File: src/rounded_rect_alpha_fill_macros.svh
// ============================================================================
// rounded_rect_alpha_fill_macros.svh
// Assertion macros shared by the rounded rectangle fill RTL.
// ============================================================================
`ifndef ROUNDED_RECT_ALPHA_FILL_MACROS_SVH
`define ROUNDED_RECT_ALPHA_FILL_MACROS_SVH

`ifndef NO_ASSERTIONS

// same-cycle implication, disabled in reset
`define RRAF_ASSERT_IMPL(label, clk, rst_n, cond, prop) \
    label: assert property (@(posedge clk) disable iff (!rst_n) (cond) |-> (prop)) \
        else $error("rraf assertion failed");

// next-cycle implication, disabled in reset
`define RRAF_ASSERT_NEXT(label, clk, rst_n, cond, prop) \
    label: assert property (@(posedge clk) disable iff (!rst_n) (cond) |=> (prop)) \
        else $error("rraf assertion failed");

`else

`define RRAF_ASSERT_IMPL(label, clk, rst_n, cond, prop)
`define RRAF_ASSERT_NEXT(label, clk, rst_n, cond, prop)

`endif

`endif

File: src/rraf_pkg.sv
// ============================================================================
// rraf_pkg
// Widths, register indexes and defaults for the rounded rectangle fill.
// ============================================================================
`default_nettype none

package rraf_pkg;

    localparam int COORD_W   = 9;    // screen coordinate
    localparam int POS_W     = 10;   // signed rectangle edge
    localparam int SIZE_W    = 10;   // rectangle width / height
    localparam int RAD_W     = 9;    // corner radius
    localparam int PIX_W     = 32;   // ARGB8888
    localparam int CH_W      = 8;    // one color channel
    localparam int GEO_W     = 12;   // signed geometry sums and distances
    localparam int SQ_W      = 2 * GEO_W - 2;  // square of a distance
    localparam int RSQ_W     = 2 * RAD_W;      // square of the radius
    localparam int PROD_W    = 2 * CH_W;       // channel times alpha
    localparam int NUM_CH    = 3;
    localparam int ALPHA_LSB = 24;

    localparam int CFG_ADDR_W = 3;
    localparam int CFG_DATA_W = 32;

    localparam int IN_TDATA_W  = 56;   // 50 payload bits padded to bytes
    localparam int OUT_TDATA_W = 32;

    localparam int SCREEN_WIDTH_DEF  = 256;
    localparam int SCREEN_HEIGHT_DEF = 240;

    localparam logic [CH_W-1:0] CH_MAX = 8'hFF;

    typedef enum logic [CFG_ADDR_W-1:0] {
        REG_RECT_LEFT     = 3'd0,
        REG_RECT_TOP      = 3'd1,
        REG_RECT_WIDTH    = 3'd2,
        REG_RECT_HEIGHT   = 3'd3,
        REG_CORNER_RADIUS = 3'd4,
        REG_FILL_COLOR    = 3'd5
    } cfg_index_t;

endpackage

`default_nettype wire

File: src/rounded_rect_alpha_fill.sv
// ============================================================================
// rounded_rect_alpha_fill
// Blends a rounded rectangle of one ARGB color over a stream of pixels.
// ============================================================================
//
//  channel   dir  tdata fields (low bit up)                     tuser
//  s_*       in   pixel_x[8:0] pixel_y[17:9] back_pixel[49:18]   -
//  m_*       out  out_pixel[31:0]                                covered
//  cfg_*     in   register index, write data                     -
//
//  Four register stages: input capture, box and corner test, squares and
//  channel products, radius compare and divide by 255.
//  One word per clock when m_tready stays high.
//  Each stage holds under stall and a bubble is squeezed out, so the input
//  side keeps taking words until all four stages are full.
//  Reset clears the valid bits and the configuration registers.
//
`default_nettype none

`include "rounded_rect_alpha_fill_macros.svh"

module rounded_rect_alpha_fill
    import rraf_pkg::*;
#(
    parameter int SCREEN_WIDTH  = SCREEN_WIDTH_DEF,
    parameter int SCREEN_HEIGHT = SCREEN_HEIGHT_DEF
)
(
    input  wire logic                   clk,
    input  wire logic                   rst_n,

    input  wire logic                   s_tvalid,
    output logic                        s_tready,
    // pixel_x[8:0], pixel_y[17:9], back_pixel[49:18], zero pad
    input  wire logic [IN_TDATA_W-1:0]  s_tdata,

    output logic                        m_tvalid,
    input  wire logic                   m_tready,
    // out_pixel[31:0]
    output logic [OUT_TDATA_W-1:0]      m_tdata,
    // covered[0]
    output logic                        m_tuser,

    input  wire logic                   cfg_we,
    input  wire logic [CFG_ADDR_W-1:0]  cfg_addr,
    input  wire logic [CFG_DATA_W-1:0]  cfg_wdata
);

    localparam int SCR_W = COORD_W + 1;
    localparam logic [SCR_W-1:0] SCR_WIDTH  = SCR_W'(SCREEN_WIDTH);
    localparam logic [SCR_W-1:0] SCR_HEIGHT = SCR_W'(SCREEN_HEIGHT);

    // ------------------------------------------------------------------
    // configuration
    // ------------------------------------------------------------------
    logic signed [POS_W-1:0] left_reg;
    logic signed [POS_W-1:0] top_reg;
    logic [SIZE_W-1:0]       width_reg;
    logic [SIZE_W-1:0]       height_reg;
    logic [RAD_W-1:0]        radius_reg;
    logic [PIX_W-1:0]        fill_reg;

    always_ff @(posedge clk or negedge rst_n)
    begin
        if (!rst_n)
        begin
            left_reg   <= '0;
            top_reg    <= '0;
            width_reg  <= '0;
            height_reg <= '0;
            radius_reg <= '0;
            fill_reg   <= '0;
        end
        else if (cfg_we)
        begin
            unique case (cfg_addr)
                REG_RECT_LEFT:     left_reg   <= cfg_wdata[POS_W-1:0];
                REG_RECT_TOP:      top_reg    <= cfg_wdata[POS_W-1:0];
                REG_RECT_WIDTH:    width_reg  <= cfg_wdata[SIZE_W-1:0];
                REG_RECT_HEIGHT:   height_reg <= cfg_wdata[SIZE_W-1:0];
                REG_CORNER_RADIUS: radius_reg <= cfg_wdata[RAD_W-1:0];
                REG_FILL_COLOR:    fill_reg   <= cfg_wdata;
                default:           ;
            endcase
        end
    end

    // Edge and corner-center positions, refreshed every cycle. A word
    // accepted right after a write only reads them one stage later.
    logic signed [GEO_W-1:0] x_geo, y_geo, w_geo, h_geo, r_geo;
    logic signed [GEO_W-1:0] xl_reg, xw_reg, xr1_reg, xwr_reg;
    logic signed [GEO_W-1:0] yt_reg, yh_reg, yr1_reg, yhr_reg;
    logic [RSQ_W-1:0]        rsq_reg;
    logic [RSQ_W-1:0]        rsq_next;

    assign x_geo = GEO_W'(left_reg);
    assign y_geo = GEO_W'(top_reg);
    assign w_geo = signed'(GEO_W'(width_reg));
    assign h_geo = signed'(GEO_W'(height_reg));
    assign r_geo = signed'(GEO_W'(radius_reg));
    assign rsq_next = radius_reg * radius_reg;

    always_ff @(posedge clk)
    begin
        xl_reg  <= x_geo;
        xw_reg  <= x_geo + w_geo;
        xr1_reg <= x_geo + r_geo - GEO_W'(1);
        xwr_reg <= x_geo + w_geo - r_geo;
        yt_reg  <= y_geo;
        yh_reg  <= y_geo + h_geo;
        yr1_reg <= y_geo + r_geo - GEO_W'(1);
        yhr_reg <= y_geo + h_geo - r_geo;
        rsq_reg <= rsq_next;
    end

    // ------------------------------------------------------------------
    // pipeline flow control
    // ------------------------------------------------------------------
    logic v1_reg, v2_reg, v3_reg, v4_reg;
    logic en1, en2, en3, en4;

    assign en4 = !v4_reg || m_tready;
    assign en3 = !v3_reg || en4;
    assign en2 = !v2_reg || en3;
    assign en1 = !v1_reg || en2;
    assign s_tready = en1;

    always_ff @(posedge clk or negedge rst_n)
    begin
        if (!rst_n)
        begin
            v1_reg <= 1'b0;
            v2_reg <= 1'b0;
            v3_reg <= 1'b0;
            v4_reg <= 1'b0;
        end
        else
        begin
            if (en1) v1_reg <= s_tvalid;
            if (en2) v2_reg <= v1_reg;
            if (en3) v3_reg <= v2_reg;
            if (en4) v4_reg <= v3_reg;
        end
    end

    // ------------------------------------------------------------------
    // stage 1: capture
    // ------------------------------------------------------------------
    logic [COORD_W-1:0] s1_px_reg, s1_py_reg;
    logic [PIX_W-1:0]   s1_bg_reg;

    always_ff @(posedge clk)
    begin
        if (en1)
        begin
            s1_px_reg <= s_tdata[COORD_W-1:0];
            s1_py_reg <= s_tdata[2*COORD_W-1:COORD_W];
            s1_bg_reg <= s_tdata[2*COORD_W+PIX_W-1:2*COORD_W];
        end
    end

    // ------------------------------------------------------------------
    // stage 2: box test and corner pick
    // ------------------------------------------------------------------
    logic signed [GEO_W-1:0] px_geo, py_geo;
    logic signed [GEO_W-1:0] dxl, dxr, dyt, dyb;
    logic signed [GEO_W-1:0] dx_next, dy_next;
    logic is_left, is_right, is_top, is_bottom;
    logic inside_next, corner_next;

    assign px_geo = signed'(GEO_W'(s1_px_reg));
    assign py_geo = signed'(GEO_W'(s1_py_reg));

    assign dxl = xr1_reg - px_geo;
    assign dxr = px_geo - xwr_reg;
    assign dyt = yr1_reg - py_geo;
    assign dyb = py_geo - yhr_reg;

    assign is_left   = px_geo <= xr1_reg;
    assign is_right  = px_geo >= xwr_reg;
    assign is_top    = py_geo <= yr1_reg;
    assign is_bottom = py_geo >= yhr_reg;

    assign inside_next = (px_geo >= xl_reg) && (px_geo < xw_reg)
                      && (py_geo >= yt_reg) && (py_geo < yh_reg)
                      && ({1'b0, s1_px_reg} < SCR_WIDTH)
                      && ({1'b0, s1_py_reg} < SCR_HEIGHT);

    // corners in priority order: top-left, top-right, bottom-left, bottom-right
    always_comb
    begin
        corner_next = 1'b1;
        dx_next     = dxl;
        dy_next     = dyt;
        if (is_left && is_top)
        begin
            dx_next = dxl;
            dy_next = dyt;
        end
        else if (is_right && is_top)
        begin
            dx_next = dxr;
            dy_next = dyt;
        end
        else if (is_left && is_bottom)
        begin
            dx_next = dxl;
            dy_next = dyb;
        end
        else if (is_right && is_bottom)
        begin
            dx_next = dxr;
            dy_next = dyb;
        end
        else
        begin
            corner_next = 1'b0;
        end
    end

    logic                    s2_inside_reg, s2_corner_reg;
    logic signed [GEO_W-1:0] s2_dx_reg, s2_dy_reg;
    logic [PIX_W-1:0]        s2_bg_reg;

    always_ff @(posedge clk)
    begin
        if (en2)
        begin
            s2_inside_reg <= inside_next;
            s2_corner_reg <= corner_next;
            s2_dx_reg     <= dx_next;
            s2_dy_reg     <= dy_next;
            s2_bg_reg     <= s1_bg_reg;
        end
    end

    // ------------------------------------------------------------------
    // stage 3: distance squares and channel products
    // ------------------------------------------------------------------
    logic signed [2*GEO_W-1:0] dx_sq_full, dy_sq_full;
    logic [CH_W-1:0]           alpha, alpha_inv;
    logic [PROD_W-1:0]         fa_next [NUM_CH];
    logic [PROD_W-1:0]         ba_next [NUM_CH];

    assign dx_sq_full = s2_dx_reg * s2_dx_reg;
    assign dy_sq_full = s2_dy_reg * s2_dy_reg;
    assign alpha      = fill_reg[ALPHA_LSB +: CH_W];
    assign alpha_inv  = CH_MAX - alpha;

    always_comb
    begin
        for (int c = 0; c < NUM_CH; c++)
        begin
            fa_next[c] = fill_reg[c*CH_W +: CH_W] * alpha;
            ba_next[c] = s2_bg_reg[c*CH_W +: CH_W] * alpha_inv;
        end
    end

    logic              s3_inside_reg, s3_corner_reg;
    logic [SQ_W-1:0]   s3_dx_sq_reg, s3_dy_sq_reg;
    logic [PROD_W-1:0] s3_fa_reg [NUM_CH];
    logic [PROD_W-1:0] s3_ba_reg [NUM_CH];
    logic [PIX_W-1:0]  s3_bg_reg;

    always_ff @(posedge clk)
    begin
        if (en3)
        begin
            s3_inside_reg <= s2_inside_reg;
            s3_corner_reg <= s2_corner_reg;
            s3_dx_sq_reg  <= dx_sq_full[SQ_W-1:0];
            s3_dy_sq_reg  <= dy_sq_full[SQ_W-1:0];
            s3_bg_reg     <= s2_bg_reg;
            for (int c = 0; c < NUM_CH; c++)
            begin
                s3_fa_reg[c] <= fa_next[c];
                s3_ba_reg[c] <= ba_next[c];
            end
        end
    end

    // ------------------------------------------------------------------
    // stage 4: radius compare, divide by 255, output word
    // ------------------------------------------------------------------
    logic [SQ_W:0]       dist_sq;
    logic                covered_next;
    logic [PROD_W-1:0]   mix_sum  [NUM_CH];
    logic [PROD_W:0]     mix_corr [NUM_CH];
    logic [PIX_W-1:0]    blend_pix;

    assign dist_sq = {1'b0, s3_dx_sq_reg} + {1'b0, s3_dy_sq_reg};
    assign covered_next = s3_inside_reg
                       && (!s3_corner_reg || (dist_sq <= (SQ_W+1)'(rsq_reg)));

    // exact floor(s / 255) for s up to 255 * 255: (s + (s >> 8) + 1) >> 8
    always_comb
    begin
        blend_pix = {CH_MAX, {(PIX_W-CH_W){1'b0}}};
        for (int c = 0; c < NUM_CH; c++)
        begin
            mix_sum[c]  = s3_fa_reg[c] + s3_ba_reg[c];
            mix_corr[c] = {1'b0, mix_sum[c]} + (PROD_W+1)'(mix_sum[c][PROD_W-1:CH_W])
                        + (PROD_W+1)'(1);
            blend_pix[c*CH_W +: CH_W] = mix_corr[c][PROD_W-1:CH_W];
        end
    end

    logic [PIX_W-1:0] s4_pix_reg;
    logic             s4_covered_reg;

    always_ff @(posedge clk)
    begin
        if (en4)
        begin
            s4_pix_reg     <= covered_next ? blend_pix : s3_bg_reg;
            s4_covered_reg <= covered_next;
        end
    end

    assign m_tvalid = v4_reg;
    assign m_tdata  = s4_pix_reg;
    assign m_tuser  = s4_covered_reg;

    // ------------------------------------------------------------------
    // assertions
    // ------------------------------------------------------------------
    `RRAF_ASSERT_IMPL(a_covered_opaque, clk, rst_n, m_tvalid && m_tuser,
        m_tdata[ALPHA_LSB +: CH_W] == CH_MAX)
    `RRAF_ASSERT_IMPL(a_stall_only_full, clk, rst_n, !s_tready,
        v1_reg && v2_reg && v3_reg && v4_reg && !m_tready)
    `RRAF_ASSERT_NEXT(a_accept_lands, clk, rst_n, s_tvalid && s_tready, v1_reg)

endmodule

`default_nettype wire
File: config.mk
export PLATFORM = sky130hd
export DESIGN_NAME = rounded_rect_alpha_fill
export DESIGN_NICKNAME = d
export VERILOG_FILES = /design/src/rraf_pkg.sv /design/src/rounded_rect_alpha_fill.sv
export VERILOG_INCLUDE_DIRS = /design/src /design/src/src
export SDC_FILE = /design/constraint.sdc
export NUM_CORES = 2
export LEC_CHECK = 0
export BUFFER_PORTS_ARGS = -buffer_cell sky130_fd_sc_hd__buf_2
export CORE_UTILIZATION = 55
export CTS_CLUSTER_DIAMETER = 30
export DETAILED_ROUTE_END_ITERATION = 8
export PLACE_DENSITY = 0.72
export SETUP_SLACK_MARGIN = 0.15
export SYNTH_ARGS = -nofsm -noshare
export SYNTH_HDL_FRONTEND = slang
export SYNTH_SLANG_ARGS = --single-unit
File: constraint.sdc
create_clock -name clk -period 6.4 [get_ports clk]
set_input_delay 0.32 -clock clk [delete_from_list [all_inputs] [get_ports clk]]
set_output_delay 0.32 -clock clk [all_outputs]
set_load 0.01 [all_outputs]
==> impl_results.md <==
* DP Area at 0.04951 mm^2
* RSZ-0062 raised after global routing: false
* First-pass GRT wire length at 170200 um
* Hold Path Class: input pin to asynchronous set/reset pin
* Top-area cell type share of the netlist area at 20.53%
* H-tree levels at 3
* Total core area at 0.08528 mm^2
* Hold WS at 53.77 ps
* Initial antenna violation count at 4
* Total grt overflow at 0
* Slew HR at 24.45%
* Final setup vio count at 0
* Main flop type after synthesis: edfxtp_1
* Max-cap violations at 0
* Final Net Count at 6086
* Pins over their slew limit at 0
* WL per Instance at 16.69 um
* Syn Area/Cell at 10.26 um^2
* Worst R2R End: s3_dx_sq_reg[21]$_DFFE_PP_
* Vias in the first global route at 33820
* Routability cong. at 0.8819
* Status: completed
* DR vias at 32130
* Final Hold Fails at 0
* Worst skew pair latency at 710 ps
* Cts bufs inserted at 116
* Tcrit/Tclk final at 94.22%
* CTS Sinks at 507
* WS Path Type: flop to flop
* Die area at 0.08751 mm^2
* Fmax at 0.1658 GHz
* Worst Tran Pin Value at 1133 ps
* TNS Setup at 0 ps
* Cell taking the most area after synthesis: fa_1
* Flop-to-flop setup slack at 370 ps
* Starting density of the core at 55.68%
* Port bufs at 124
* Most common cell after layout, fill and taps aside: inv_1
* Critical path required time at 6830 ps
* Layout cell share with drive strength beyond 1 at 9.218%
* Largest net degree at the start of global routing at 129
* Root Buffer: clkbuf_16
* IO Pins at 131
* Final core area utilization at 63.96%
* CTS tree: done
* Worst reg-to-reg path cell count at 20
* Clock-pin slew on the worst setup and hold paths at 50 ps
* Register area share after synthesis at 28.87%
* Total Wirelength at 102600 um
* Clk_skew at 47.44 ps
* Post-Synthesis Cells at 4628
* Synthesized area at 0.04748 mm^2
* YS warnings at 0
* Post-route DRC at 0
* Synth area leaders: fa_1 21%, edfxtp_1 20%, ha_1 16%
* EDFF count, synth at 313
* # rows at 107
* Vert. Die Dim at 295.8 um
* Vias per cell at 5.226
* CTS Buffer Depth at 3
* Placed wire-length estimate at 77510 um
* Die Width at 295.8 um
* Antenna Nets Post-Route at 0
* Worst reg2reg startpoint: s2_dx_reg[7]$_DFFE_PP_
* Post-synth cell types at 65
* Worst Setup Start Kind: flop
* GRT Util Overall at 24.63%
* CP Capture Type: flop
* Cell area after layout at 0.05455 mm^2
* Yosys reg bits at 507
* Crit-path max FO at 13
* Commonest non-fill, non-tap cells in the layout: 919 x inv_1, 606 x ha_1, 487 x fa_1
* Worst Path Arrival at 6460 ps
* Fraction of registers with async set/reset at 16.77%
* Drt pass-1 iters at 5
* Area growth, synth to finish at 14.88%
* Drt initial violations at 1489
* Synthesized Nets at 5817
* Minimum clock period at 6030 ps
kinds of logic after synthesis:
group	count (synthesis)	share of synthesized area, %
buf+inv	1018	8.082
flops	507	28.87
simple gates	1044	11.20
xor+xnor	303	5.589
compound gates	565	7.489
fa+ha+maj	1093	36.50
mux	98	2.269
area by class of cell:
class | count | area, um^2
Antenna cell | 3 | 7.507
Clock buffer | 140 | 3179
Clock inverter | 82 | 977.2
Fill cell | 6712 | 30730
Inverter | 926 | 3476
Multi-Input combinational cell | 3103 | 29980
Sequential cell | 507 | 13710
Tap cell | 1144 | 1431
Timing Repair Buffer | 243 | 1789
metrics by stage:
step,instances,setup slack [ps]
final,6148,369.8
after global routing,6147,191.0
after CTS,6141,281.6
after detailed placement,5835,367.6
after global placement,5835,470.8
after floorplan,4628,771.1
metal layers:
layer  routed length (um)  vias up  share of wire [%]  GRT usage [%]
met3                 5089      145                5.0          4.130
met5                   13        -              0.013              0
met2                48190      668                 47          40.68
met1                47260    15840                 46          33.52
met4                 2061        2                2.0          6.698
li1                     -    15480                  -              -
what timing repair did:
action	in CTS	in global routing
setup endpoints to repair	0	1
resized for setup	0	1
endpoints found under the hold margin	133	0
setup buffers	0	4
hold buffers	84	0
cell usage after synthesis, drive strengths merged, types with 14 or more instances:
| cell | count |
|---|---|
| a211oi | 14 |
| a21boi | 32 |
| a21o | 91 |
| a21oi | 161 |
| and2 | 153 |
| clkbuf | 79 |
| dfrtp | 85 |
| dfxtp | 109 |
| edfxtp | 313 |
| fa | 487 |
| ha | 606 |
| inv | 920 |
| mux2 | 77 |
| mux2i | 21 |
| nand2 | 296 |
| nand2b | 126 |
| nand3 | 26 |
| nand4 | 17 |
| nor2 | 169 |
| nor2b | 142 |
| nor3 | 43 |
| o21a | 25 |
| o21ai | 151 |
| o21bai | 28 |
| or2 | 21 |
| or3 | 17 |
| xnor2 | 204 |
| xor2 | 99 |
worst max path at each step:
| stage | start | depth (start not counted) | to |
|---|---|---|---|
| finish | s2_dx_reg[7]$_DFFE_PP_ | 20 | s3_dx_sq_reg[21]$_DFFE_PP_ |
| global route | s2_dx_reg[7]$_DFFE_PP_ | 20 | s3_dx_sq_reg[21]$_DFFE_PP_ |
| CTS | s2_dx_reg[1]$_DFFE_PP_ | 21 | s3_dx_sq_reg[21]$_DFFE_PP_ |
| detailed placement | s2_dx_reg[1]$_DFFE_PP_ | 21 | s3_dx_sq_reg[21]$_DFFE_PP_ |
| global placement | s2_dx_reg[2]$_DFFE_PP_ | 20 | s3_dx_sq_reg[21]$_DFFE_PP_ |
| floorplan | s2_dx_reg[2]$_DFFE_PP_ | 21 | s3_dx_sq_reg[21]$_DFFE_PP_ |
worst max-delay path, stage by stage (launching register included):
cell and delay [ps]:
edfxtp_1 600, and2_1 290, fa_1 450, ha_1 300
fa_1 490, fa_1 550, inv_1 50, fa_1 470
inv_1 40, ha_1 310, a21o_1 190, a21oi_1 210
nor2b_1 90, o21a_1 200, o311a_1 330, o21a_1 190
o21a_1 200, o211a_1 240, o21a_1 210, o2111ai_1 210
o211ai_1 120
Power is not shown: default switching activity piles up to over one toggle a cycle in this logic, so the estimate is an artifact.
